$ cat src/rtl/core/hcs_pkg.sv
// Package for the heading circular smoother: widths, constants, CORDIC arctangent table.
// No dependencies.
package hcs_pkg;
  localparam int AngW = 17;
  localparam int OutW = 16;
  localparam int WgtW = 16;
  localparam int VecW = 18;
  localparam int Steps = 20;
  localparam int StepW = 5;
  // Internal angle: degrees with 16 fraction bits.
  localparam int ZW = 28;
  localparam int CW = 34;
  localparam logic signed [ZW-1:0] Deg90  = 28'sd5898240;
  localparam logic signed [ZW-1:0] Deg180 = 28'sd11796480;
  localparam logic signed [ZW-1:0] Deg360 = 28'sd23592960;
  localparam logic signed [AngW+1:0] Turn = 19'sd46080;
  localparam logic signed [CW-1:0] KStart = 34'sd39797;
  localparam logic signed [CW-1:0] Lim29 = 34'sd536870912;
  localparam logic [2:0] REG_WEIGHT = 3'd0;
  localparam logic [2:0] REG_OFFSET = 3'd1;
  localparam int CfgIdxW = 3;

  typedef struct packed {
    logic load;     // latch input, start reduction
    logic rot_init;
    logic rot_step;
    logic rot_done;
    logic blend;
    logic vec_norm;
    logic vec_init;
    logic vec_step;
    logic finish;
  } hcs_cmd_t;

  typedef struct packed {
    logic norm_done;
  } hcs_sts_t;

  function automatic logic signed [ZW-1:0] atan_deg(input logic [StepW-1:0] i);
    case (i)
      5'd0: return 28'sd2949120;   5'd1: return 28'sd1740967;
      5'd2: return 28'sd919879;    5'd3: return 28'sd466945;
      5'd4: return 28'sd234379;    5'd5: return 28'sd117304;
      5'd6: return 28'sd58666;     5'd7: return 28'sd29335;
      5'd8: return 28'sd14668;     5'd9: return 28'sd7334;
      5'd10: return 28'sd3667;     5'd11: return 28'sd1833;
      5'd12: return 28'sd917;      5'd13: return 28'sd458;
      5'd14: return 28'sd229;      5'd15: return 28'sd115;
      5'd16: return 28'sd57;       5'd17: return 28'sd29;
      5'd18: return 28'sd14;       5'd19: return 28'sd7;
      default: return 28'sd0;
    endcase
  endfunction
endpackage

$ cat src/rtl/core/hcs_stream_if.sv
// Valid/ready channel interface used for input, result and configuration beats.
// Depends on nothing.
interface hcs_stream_if #(parameter int W = 1);
  logic valid;
  logic ready;
  logic [W-1:0] data;
  modport source (output valid, output data, input ready);
  modport sink (input valid, input data, output ready);
endinterface

$ cat src/rtl/core/hcs_ctrl.sv
// Sequencer for the smoother: steps the shared CORDIC datapath through one item.
// Depends on hcs_pkg.
module hcs_ctrl import hcs_pkg::*; (
  input  logic clk,
  input  logic rst_n,
  input  logic in_fire,
  input  logic out_fire,
  input  hcs_sts_t sts,
  output logic busy,
  output logic out_valid,
  output hcs_cmd_t cmd,
  output logic [StepW-1:0] step
);
  localparam logic [2:0] S_IDLE = 3'd0, S_ROT = 3'd1, S_BLEND = 3'd2, S_NORM = 3'd3,
                         S_VEC = 3'd4, S_FIN = 3'd5, S_OUT = 3'd6, S_RINIT = 3'd7;
  logic [2:0] state_r, state_nxt;
  logic [StepW-1:0] step_r, step_nxt;

  always_comb begin
    state_nxt = state_r;
    step_nxt = step_r;
    cmd = '0;
    case (state_r)
      S_IDLE: if (in_fire) begin
        cmd.load = 1'b1;
        state_nxt = S_RINIT;
      end
      S_RINIT: begin
        cmd.rot_init = 1'b1;
        step_nxt = '0;
        state_nxt = S_ROT;
      end
      S_ROT: begin
        cmd.rot_step = 1'b1;
        step_nxt = step_r + 1'b1;
        if (step_r == StepW'(Steps - 1)) state_nxt = S_BLEND;
      end
      S_BLEND: begin
        cmd.rot_done = 1'b1;
        state_nxt = S_NORM;
      end
      S_NORM: begin
        if (step_r == '0) begin
          cmd.blend = 1'b1;
          step_nxt = 5'd1;
        end else if (sts.norm_done) begin
          cmd.vec_init = 1'b1;
          step_nxt = '0;
          state_nxt = S_VEC;
        end else begin
          cmd.vec_norm = 1'b1;
        end
      end
      S_VEC: begin
        cmd.vec_step = 1'b1;
        step_nxt = step_r + 1'b1;
        if (step_r == StepW'(Steps - 1)) state_nxt = S_FIN;
      end
      S_FIN: begin
        cmd.finish = 1'b1;
        state_nxt = S_OUT;
      end
      S_OUT: if (out_fire) state_nxt = S_IDLE;
      default: state_nxt = S_IDLE;
    endcase
    // Enter blend with step cleared.
    if (state_r == S_BLEND) step_nxt = '0;
  end

  always_ff @(posedge clk) begin
    if (!rst_n) begin
      state_r <= S_IDLE;
      step_r <= '0;
    end else begin
      state_r <= state_nxt;
      step_r <= step_nxt;
    end
  end

  assign busy = (state_r != S_IDLE);
  assign out_valid = (state_r == S_OUT);
  assign step = step_r;
endmodule

$ cat src/rtl/core/hcs_dp.sv
// Datapath for the smoother: shared CORDIC x/y/z registers, averages and output rounding.
// Depends on hcs_pkg.
module hcs_dp import hcs_pkg::*; (
  input  logic clk,
  input  logic rst_n,
  input  hcs_cmd_t cmd,
  input  logic [StepW-1:0] step,
  input  logic signed [AngW-1:0] heading_in,
  input  logic [WgtW-1:0] weight,
  input  logic signed [AngW-1:0] offset,
  output hcs_sts_t sts,
  output logic [OutW-1:0] heading_out
);
  logic signed [CW-1:0] x_r, y_r;
  logic signed [ZW-1:0] z_r, base_r;
  logic neg_r, primed_r;
  logic signed [VecW-1:0] avg_c_r, avg_s_r;
  logic [OutW-1:0] out_r;
  logic signed [AngW+1:0] a_r;

  logic signed [AngW+1:0] hin, a_mod;
  logic signed [ZW-1:0] zin, zf;
  logic rneg;
  logic signed [CW-1:0] xs, ys, xn, yn, nx, ny, ax, ay;
  logic rot_dir, vec_dir;
  logic signed [VecW-1:0] cc, ss;
  logic signed [VecW+1:0] dc, ds;
  logic signed [VecW+WgtW+2:0] pc, ps;
  logic signed [ZW+1:0] sum;
  logic signed [ZW-8:0] rnd;
  logic signed [ZW-8:0] rm;

  function automatic logic signed [VecW-1:0] clampu(input logic signed [CW-1:0] v);
    if (v > 34'sd65536) return 18'sd65536;
    if (v < -34'sd65536) return -18'sd65536;
    return v[VecW-1:0];
  endfunction

  always_comb begin
    hin = {{2{heading_in[AngW-1]}}, heading_in};
    // Input range is within two turns, so at most one correction each way.
    a_mod = hin;
    if (hin >= Turn) a_mod = hin - Turn;
    else if (hin <= -Turn) a_mod = hin + Turn;
    if (a_mod < 0) a_mod = a_mod + Turn;
    zin = ZW'(a_r) <<< 9;
    if (zin >= Deg180) zin = zin - Deg360;
    // Fold the angle into the right half plane; the vector is negated afterwards.
    zf = zin;
    rneg = 1'b0;
    if (zin > Deg90) begin
      zf = zin - Deg180;
      rneg = 1'b1;
    end else if (zin < -Deg90) begin
      zf = zin + Deg180;
      rneg = 1'b1;
    end
    xs = x_r >>> step;
    ys = y_r >>> step;
    rot_dir = (z_r >= 0);
    vec_dir = (y_r > 0);
    ax = x_r[CW-1] ? -x_r : x_r;
    ay = y_r[CW-1] ? -y_r : y_r;
    sts.norm_done = (ax >= Lim29) || (ay >= Lim29) || (x_r == 0 && y_r == 0);
    cc = clampu(neg_r ? -x_r : x_r);
    ss = clampu(neg_r ? -y_r : y_r);
    dc = {{2{cc[VecW-1]}}, cc} - {{2{avg_c_r[VecW-1]}}, avg_c_r};
    ds = {{2{ss[VecW-1]}}, ss} - {{2{avg_s_r[VecW-1]}}, avg_s_r};
    pc = dc * $signed({1'b0, weight}) + 35'sd32768;
    ps = ds * $signed({1'b0, weight}) + 35'sd32768;
    sum = (ZW+2)'(z_r) + ((ZW+2)'(offset) <<< 9);
    rnd = (ZW-7)'((sum + 30'sd256) >>> 9);
    rm = rnd;
    // Sum spans under three turns each way; reduce into [0, turn).
    if (rm >= 21'sd46080) rm = rm - 21'sd46080;
    if (rm >= 21'sd46080) rm = rm - 21'sd46080;
    if (rm < 0) rm = rm + 21'sd46080;
    if (rm < 0) rm = rm + 21'sd46080;
    if (rm < 0) rm = rm + 21'sd46080;
  end

  always_ff @(posedge clk) begin
    if (!rst_n) begin
      primed_r <= 1'b0;
      avg_c_r <= '0;
      avg_s_r <= '0;
    end else if (cmd.rot_done) begin
      if (!primed_r) begin
        avg_c_r <= cc;
        avg_s_r <= ss;
        primed_r <= 1'b1;
      end
    end else if (cmd.blend && primed_r && step == '0 && base_r[0]) begin
      avg_c_r <= avg_c_r + VecW'(pc >>> 16);
      avg_s_r <= avg_s_r + VecW'(ps >>> 16);
    end
  end

  always_ff @(posedge clk) begin
    if (cmd.load) a_r <= a_mod;
    if (cmd.rot_init) begin
      neg_r <= rneg;
      z_r <= zf;
      x_r <= KStart;
      y_r <= '0;
    end
    if (cmd.rot_step) begin
      if (rot_dir) begin
        x_r <= x_r - ys; y_r <= y_r + xs; z_r <= z_r - atan_deg(step);
      end else begin
        x_r <= x_r + ys; y_r <= y_r - xs; z_r <= z_r + atan_deg(step);
      end
    end
    // base_r[0] marks whether the average was already primed before this item.
    if (cmd.rot_done) base_r <= {27'd0, primed_r};
    if (cmd.blend) begin
      if (primed_r && base_r[0]) begin
        x_r <= CW'(avg_c_r + VecW'(pc >>> 16));
        y_r <= CW'(avg_s_r + VecW'(ps >>> 16));
      end else begin
        x_r <= CW'(avg_c_r);
        y_r <= CW'(avg_s_r);
      end
    end
    if (cmd.vec_norm) begin
      x_r <= x_r <<< 1;
      y_r <= y_r <<< 1;
    end
    if (cmd.vec_init) begin
      base_r <= '0;
      if (x_r[CW-1]) begin
        x_r <= -x_r; y_r <= -y_r; z_r <= Deg180;
      end else begin
        z_r <= '0;
      end
    end
    if (cmd.vec_step) begin
      // A zero average keeps its angle at zero through every step.
      if (x_r == 0 && y_r == 0) begin
        z_r <= z_r;
      end else if (vec_dir) begin
        x_r <= x_r + ys; y_r <= y_r - xs; z_r <= z_r + atan_deg(step);
      end else begin
        x_r <= x_r - ys; y_r <= y_r + xs; z_r <= z_r - atan_deg(step);
      end
    end
    if (cmd.finish) out_r <= OutW'(rm);
  end

  assign heading_out = out_r;
endmodule

$ cat src/rtl/core/heading_circular_smoother.sv
// Top level of the heading circular smoother: channel handshakes, registers, ctrl + datapath.
// Depends on hcs_pkg, hcs_stream_if, hcs_ctrl and hcs_dp.
//
// Each input beat is a compass heading in degrees with 7 fraction bits. It is turned into
// a unit vector by 20 CORDIC rotations, blended into an exponential moving average of x and
// y (the first beat after reset loads the average), and the average's angle is found by 20
// CORDIC vectoring steps, offset and wrapped into 0 to below 360 degrees. One shared CORDIC
// unit does all of this, in order: setting up, 20 rotations, latching, the blend, the
// normalising doublings (none for a zero average, about 13 for a full-length one, up to 29
// for a tiny one), starting vectoring, 20 vectoring steps and rounding. The normalisation
// is what makes the time to a result vary. One item is in work at a time; the next input
// is accepted at the earliest in the cycle after the result beat is taken. Configuration
// beats are always accepted: index 0 sets the weight of a new sample (Q0.16), index 1 the
// heading offset; other indexes are ignored. Write them only while no item is in flight,
// as the weight is used at the blend and the offset at the final rounding.
module heading_circular_smoother import hcs_pkg::*; (
  input logic clk,
  input logic rst_n,
  hcs_stream_if.sink in_ch,
  hcs_stream_if.source out_ch,
  hcs_stream_if.sink cfg_ch
);
  logic [WgtW-1:0] weight_r;
  logic signed [AngW-1:0] offset_r;
  logic busy, in_fire, out_fire;
  hcs_cmd_t cmd;
  hcs_sts_t sts;
  logic [StepW-1:0] step;
  logic [CfgIdxW-1:0] cfg_idx;
  logic [WgtW+AngW-1:0] cfg_data;

  assign in_ch.ready = !busy;
  assign cfg_ch.ready = 1'b1;
  assign in_fire = in_ch.valid && !busy;
  assign out_fire = out_ch.valid && out_ch.ready;
  // Config beat: index in the top bits, data in the low 17.
  assign cfg_idx = cfg_ch.data[AngW+CfgIdxW-1:AngW];
  assign cfg_data = {{WgtW{1'b0}}, cfg_ch.data[AngW-1:0]};

  always_ff @(posedge clk) begin
    if (!rst_n) begin
      weight_r <= 16'd655;
      offset_r <= -17'sd11520;
    end else if (cfg_ch.valid) begin
      case (cfg_idx)
        REG_WEIGHT: weight_r <= cfg_data[WgtW-1:0];
        REG_OFFSET: offset_r <= cfg_data[AngW-1:0];
        default: ;
      endcase
    end
  end

  hcs_ctrl u_ctrl (
    .clk, .rst_n, .in_fire, .out_fire, .sts, .busy,
    .out_valid(out_ch.valid), .cmd, .step
  );

  hcs_dp u_dp (
    .clk, .rst_n, .cmd, .step, .heading_in(in_ch.data[AngW-1:0]),
    .weight(weight_r), .offset(offset_r), .sts, .heading_out(out_ch.data[OutW-1:0])
  );
endmodule

$ cat src/flat_wrapper.sv
// flat-port wrapper written by rule: the top's interface ports become plain ports
module heading_circular_smoother_flat import hcs_pkg::*;
  (clk, rst_n, in_ch_valid, in_ch_data, in_ch_ready, out_ch_valid, out_ch_data, out_ch_ready, cfg_ch_valid, cfg_ch_data, cfg_ch_ready);
  hcs_stream_if #(.W(AngW)) in_ch_i ();
  hcs_stream_if #(.W(OutW)) out_ch_i ();
  hcs_stream_if #(.W((CfgIdxW + AngW))) cfg_ch_i ();
  input logic clk;
  input logic rst_n;
  input wire logic [$bits(in_ch_i.valid)-1:0] in_ch_valid;
  input wire logic [$bits(in_ch_i.data)-1:0] in_ch_data;
  output wire logic [$bits(in_ch_i.ready)-1:0] in_ch_ready;
  output wire logic [$bits(out_ch_i.valid)-1:0] out_ch_valid;
  output wire logic [$bits(out_ch_i.data)-1:0] out_ch_data;
  input wire logic [$bits(out_ch_i.ready)-1:0] out_ch_ready;
  input wire logic [$bits(cfg_ch_i.valid)-1:0] cfg_ch_valid;
  input wire logic [$bits(cfg_ch_i.data)-1:0] cfg_ch_data;
  output wire logic [$bits(cfg_ch_i.ready)-1:0] cfg_ch_ready;
  assign in_ch_i.valid = in_ch_valid;
  assign in_ch_i.data = in_ch_data;
  assign in_ch_ready = in_ch_i.ready;
  assign out_ch_valid = out_ch_i.valid;
  assign out_ch_data = out_ch_i.data;
  assign out_ch_i.ready = out_ch_ready;
  assign cfg_ch_i.valid = cfg_ch_valid;
  assign cfg_ch_i.data = cfg_ch_data;
  assign cfg_ch_ready = cfg_ch_i.ready;
  heading_circular_smoother u_core (.clk(clk), .rst_n(rst_n), .in_ch(in_ch_i), .out_ch(out_ch_i), .cfg_ch(cfg_ch_i));
endmodule
$ cat config.mk
export PLATFORM = sky130hd
export DESIGN_NAME = heading_circular_smoother_flat
export DESIGN_NICKNAME = d
export VERILOG_FILES = /design/src/rtl/core/hcs_pkg.sv /design/src/rtl/core/hcs_stream_if.sv /design/src/rtl/core/hcs_ctrl.sv /design/src/rtl/core/hcs_dp.sv /design/src/rtl/core/heading_circular_smoother.sv /design/src/flat_wrapper.sv
export SDC_FILE = /design/constraint.sdc
export NUM_CORES = 2
export LEC_CHECK = 0
export BUFFER_PORTS_ARGS = -buffer_cell sky130_fd_sc_hd__buf_2
export CORE_ASPECT_RATIO = 1.25
export CORE_MARGIN = 2
export CORE_UTILIZATION = 50
export DETAILED_ROUTE_END_ITERATION = 6
export PLACE_DENSITY = 0.63
export REMOVE_ABC_BUFFERS = 1
export SLEW_MARGIN = 20
export SYNTH_ARGS = -nofsm -noshare
export SYNTH_HDL_FRONTEND = slang
export SYNTH_SLANG_ARGS = --single-unit
$ cat constraint.sdc
create_clock -name clk -period 27 [get_ports clk]
set_input_delay 0 -clock clk [delete_from_list [all_inputs] [get_ports clk]]
set_output_delay 0 -clock clk [all_outputs]
set_load 0.005 [all_outputs]
---- Word-level counts from Yosys, hierarchy flattened ----
Memories as Yosys holds them, arrays and structs flattened. A register that Yosys moved wholly into a read port is not among the register bits.
Cells that the tools add are included.
storage, ports and cells
  bits in registers ....................... 211
  bits in read-only memories .............. 2816
  output and inout port bits .............. 19
  memories ................................ 4
memories
  name             depth  width  read ports  clocked after Yosys merged registers in  wr ports  line           RTL
  (no name shown)  32     22     1           1                                        0         hcs_pkg.sv:40  case (i)
  (no name shown)  32     22     1           1                                        0         hcs_pkg.sv:40
  (no name shown)  32     22     1           1                                        0         hcs_pkg.sv:40
  (no name shown)  32     22     1           1                                        0         hcs_pkg.sv:40
cells by class
  add/subtract/negate cells ............... 32
  $mul .................................... 2
  order comparisons ....................... 19
  eq/ne operators ......................... 18
  shift operators ......................... 2
  muxes and demuxes ....................... 106
  bitwise gates (word level) .............. 1
  reductions and logical operators ........ 27
operators with widths
  operator                count
  $mux 34                 26
  $mux 28                 20
  $mux 18                 14
  $mux 21                 4
  $add 34x17->34 const B  2
  $add 34x34->34          2
  $ge 34x31->1 const B    2
  $gt 34x18->1 const B    2
  $logic_not 34->1        2
  $lt 34x17->1 const B    2
  $mul 19x17->34          2
  $neg 34->34             2
  $sshr 34x5->34          2
  $sub 34x34->34          2
  $lt 21x1->1 const B     3
  $mux 19                 3
  $add 28x28->28          2
  $sub 28x28->28          2
  $mux 5                  10
  $add 21x17->21 const B  2
  $ge 21x17->1 const B    2
  $sub 21x17->21 const B  2
  $add 18x18->19          2
  $sub 18x18->19          2
  other kinds (45)        93

---- Longest topological paths before layout ----
  word-level depth ........................ 18
  gate-level depth with buffers ........... 75

---- Cells and area by module ----
From an unflattened synthesis, not the netlist that was laid out.
unflattened totals
  cells, all modules ...................... 7468
  area total of the unflattened synthesis .. 57073.5 um2
modules (own cells, without submodules)
  module                     times used  cells an instance  area each (um2)
  hcs_dp                     1           7242               55067.8
  heading_circular_smoother  1           142                1403.8
  hcs_ctrl                   1           84                 601.8

---- Worst setup path before layout ----
Ideal clock, no wire load.
  path type ............................... reg2reg
  start point ............................. register u_core.u_dp.y_r[2]
  end point ............................... register u_core.u_dp.y_r[24]
  data arrival time ....................... 15414 ps
  required time ........................... 26930 ps
  path slack .............................. 11516 ps
  cell stages (with the launch flop) ...... 67
  cells stage by stage .................... dfxtp_1 -> clkbuf_1 -> nor3_1 -> nand2_1 -> or3_1 -> or2_1 -> or3_1 -> or2_2 -> or3_1 -> clkbuf_1 -> or2_2 -> nor4_1 -> ha_1 -> a21o_1 -> nand4_1 -> a21oi_1 -> a31oi_1 -> clkbuf_1 -> (+31 left out) -> a21oi_1 -> a31o_2 -> nand2b_1 -> a21oi_1 -> o41ai_1 -> o21bai_1 -> a21o_1 -> a21o_1 -> a21oi_1 -> xnor2_1 -> ha_1 -> inv_1 -> or4_1 -> o21ai_0 -> or2_2 -> nor2b_1 -> a222oi_1 -> a21oi_1
on the way
  word-level cells in the longest chain between the ends .. 18
  elaborated cells on any way between the ends .. 37
ends and longest elaborated chain
  what                    line                                       RTL
  start, declared         hcs_dp.sv:14                               logic signed [CW-1:0] x_r, y_r;
  start signal, assigned  hcs_dp.sv:109                              x_r <= x_r - ys; y_r <= y_r + xs; z_r <= z_r - atan_deg(step);
  start signal, assigned  hcs_dp.sv:111                              x_r <= x_r + ys; y_r <= y_r - xs; z_r <= z_r + atan_deg(step);
  start signal, assigned  hcs_dp.sv:119                              y_r <= CW'(avg_s_r + VecW'(ps >>> 16));
  $neg 34->34             hcs_dp.sv:63, hcs_dp.sv:66, hcs_dp.sv:132
  $mux 34                 hcs_dp.sv:66                               ss = clampu(neg_r ? -y_r : y_r);
  $lt 34x17->1            hcs_dp.sv:35                               if (v < -34'sd65536) return -18'sd65536;
  $mux 1 (2 in a row)     hcs_dp.sv:35
  $mux 18                 hcs_dp.sv:36                               return v[VecW-1:0];
  $mux 18                 hcs_dp.sv:35
  $sub 18x18->19          hcs_dp.sv:68                               ds = {{2{ss[VecW-1]}}, ss} - {{2{avg_s_r[VecW-1]}}, avg_s_r};
  $mul 19x17->34          hcs_dp.sv:70                               ps = ds * $signed({1'b0, weight}) + 35'sd32768;
  $add 34x17->34          hcs_dp.sv:70
  $add 18x18->19          hcs_dp.sv:119
  $mux 34                 hcs_dp.sv:117                              if (primed_r && base_r[0]) begin
  $mux 34                 hcs_dp.sv:116                              if (cmd.blend) begin
  $mux 34                 hcs_dp.sv:125                              if (cmd.vec_norm) begin
  $mux 34                 hcs_dp.sv:131                              if (x_r[CW-1]) begin
  $mux 34                 hcs_dp.sv:129                              if (cmd.vec_init) begin
  $mux 34                 hcs_dp.sv:139                              if (x_r == 0 && y_r == 0) begin
  $mux 34 (*)             hcs_dp.sv:137                              if (cmd.vec_step) begin
Every way passes the cells marked *; elsewhere a longest branch is shown, timed or not. The select of a mux whose other input is x is not followed.
A chain may end at the register's enable or synchronous reset.

---- Worst setup path in the final report ----
Ends and elaborated chain as after synthesis.

==> impl_metrics.csv <==
group,metric,value,unit
run_status,status,"complete, but fails checks",
run_status,violations,"DRC",
die,start_util,0.502,
clock_tree,ctsRootBufferMaster,"clkbuf_16",
setup_path,crit_top_cell,"a21o_1",
synth,synth_edf_count,64,
placed_design,place_inst,8522,
synth,yosysSeqAreaShare,0.0937,
clock_tree,cts.sinks,233,
cells_and_area,layout-drive-gt1-share,0.0557,
synth,synthTopCellsByArea,"fa_1 21%, ha_1 11%, inv_1 7.1%",
synth,synth_top_area_frac,0.208,
sta,final-setup-viol-count,0,
global_routing,grt_pass1_vias,51500,
sta,hold_ws,97.7,ps
sta,finalHoldViolations,0,
clock_tree,cts_tree,"yes",
synth,synth_top_flop_cell,"dfxtp_1",
die,row_count,138,
synth,yosysUniqueCellTypes,109,
sta,slew_violations,0,
sta,max_freq,57.5,MHz
drt,drt-initial-drc-count,4339,
synth,async_flop_share,0,
drt,detail_route.wl_per_cell,21.1,µm
synth,yosysMostFrequentCell,"inv_1",
global_routing,grt_max_degree,103,
die,boundaryPins,61,
setup_path,critPathMaxFanout,17,
placed_design,place_congestion,0.991,
clock_tree,cts_buffers,29,
setup_path,ff2ff_setup_slack,9590,ps
clock_tree,cts_setup_buffers,0,
drt,dr.pass1.iters,7,
synth,synth_cells,7340,
setup_path,critPathSlowestCell,"fa_1",
cells_and_area,antenna_cells,0,
setup_path,max_stage_delay,550,ps
clock_tree,ctsLongestPathBuffers,3,
synth,syn-cell-area,0.0566,mm²
setup_path,startpoint_type,"register",
setup_path,end_kind,"register",
synth,synth-seq-cells,233,
min_path,hold_path_class,"in -> reg",
die,core_area,0.113,mm²
synth,synth_commonest_cells,"1,078 x inv_1, 819 x nand2_1, 589 x fa_1, 527 x nor2_1, 498 x ha_1",
sta,relSlewSlack,0.192,
global_routing,overflow,0,
sta,period_needed,17410,ps
setup_path,worstPathRequired,27560,ps
setup_path,worst_ep_arrival_time,17970,ps
global_routing,track_usage,0.312,
placed_design,post-dp-hpwl,138000,µm
die,die_area,0.116,mm²
placed_design,port_buffers,59,
synth,yosysWarnings,0,
global_routing,antenna_found_initial,2,
clock_tree,cts-htree-levels,1,
drt,wirelength,182000,µm
drt,drc,4,
cells_and_area,final_util,0.528,
cells_and_area,layout.nets,8266,
sta,fin_crit_sh,0.645,
drt,avgViaCountPerCell,5.93,
cells_and_area,area_growth,5.19,%
synth,avgSynthCellArea,7.71,µm²
global_routing,grt_pass1_wl,289000,µm
setup_path,r2r_start,"u_core.u_dp.y_r[2]",
sta,rsz0062_at_grt,"no",
cells_and_area,stdcell_count,8629,
synth,yosysTopAreaCell,"fa_1",
setup_path,crit_path_start,"u_core.u_dp.y_r[2]",
setup_path,critical_path_class,"reg -> reg",
clock_tree,clk_latency,640,ps
die,die_w,305,µm
sta,setup_tns,0,ps
clock_tree,clkTransAtPathRegs,70,ps
sta,worst_pin_slew,1210,ps
min_path,min_from,"cfg_ch_data[18]",
sta,skew,38.7,ps
drt,postRouteAntennaNets,0,
run,timing.max_cap.violations,0,
die,die_h,380,µm
drt,dr_total_vias,51200,
==> timing repair <==
action | CTS | global route
hold endpoints to repair | 50 | 0
hold buffers | 54 | 0
gates resized for setup | 0 | 0
==> cells by family after synthesis <==
group | share of synthesized area
other cells | 0.0000662
fa+ha+maj | 0.320
mux | 0.0466
flops | 0.0937
simple gates | 0.188
compound gates | 0.182
buf+inv | 0.102
xor+xnor | 0.0684
==> metal layers <==
metal | track usage | up-vias | part of all wire
met5 | 0 | - | 0.00013
li1 | - | 23900 | -
met4 | 0.162 | 4 | 0.059
met2 | 0.547 | 1769 | 0.49
met3 | 0.0292 | 484 | 0.055
met1 | 0.380 | 25000 | 0.40
==> stage by stage <==
step | area, µm² | setup WS (ps)
finish | 59600 | 9590
global route | 59600 | 8330
CTS | 59600 | 9760
detailed placement | 58000 | 9850
global placement | 58000 | 10200
floorplan | 54900 | 11110
==> critical path: cells and delay by family, from the launching register on <==
| kind | cells | cell delay [ps] |
|---|---|---|
| XOR/XNOR | 2 | 250 |
| AO/OA/AOI/OAI | 27 | 5320 |
| AND/OR/NAND/NOR | 21 | 6050 |
| adder cells (fa/ha/maj) | 10 | 4310 |
| buffers and inverters | 7 | 930 |
| flip-flops | 1 | 460 |
==> worst paths after layout <==
path                               to  depth (start not counted)
hold / removal     u_core.weight_r[2]                          6
setup reg to reg  u_core.u_dp.y_r[24]                         67
hold reg to reg    u_core.weight_r[5]                          2
setup / recovery  u_core.u_dp.y_r[24]                         67
==> cells in the final DEF (no fill, tap or decap), drive strengths merged, types with 132 or more instances in the layout <==
master  count
fa        589
and2      334
buf       161
a21oi     419
xnor2     309
nor3      144
dfxtp     169
xor2      132
ha        498
o21ai     333
inv      1085
nand2     819
nor2      527
==> registers in the layout (all words and copies together) (netlist names), named ones only <==
signal	flops
u_core.u_dp.neg_r	1
u_core.offset_r	17
u_core.u_dp.a_r	19
u_core.u_dp.x_r	34
u_core.u_dp.heading_out	16
u_core.u_ctrl.step	5
u_core.u_ctrl.state_r	3
u_core.u_dp.primed_r	1
u_core.u_dp.avg_s_r	18
u_core.u_dp.y_r	34
u_core.u_dp.avg_c_r	18
u_core.u_dp.base_r	1
u_core.weight_r	16
u_core.u_dp.z_r	28
==> cell type report <==
class	instances	area, µm²
multi-input cells	5577	45700
clock inverters	17	224
well taps	1470	1840
inverters	1081	4060
fillers	11000	53200
flip-flops and latches	233	5320
repair buffers	215	1610
clock buffers	36	782
Power is left out: the tool's default activity adds up to more than one toggle a clock period on the data nets, which glitch-free logic cannot reach.
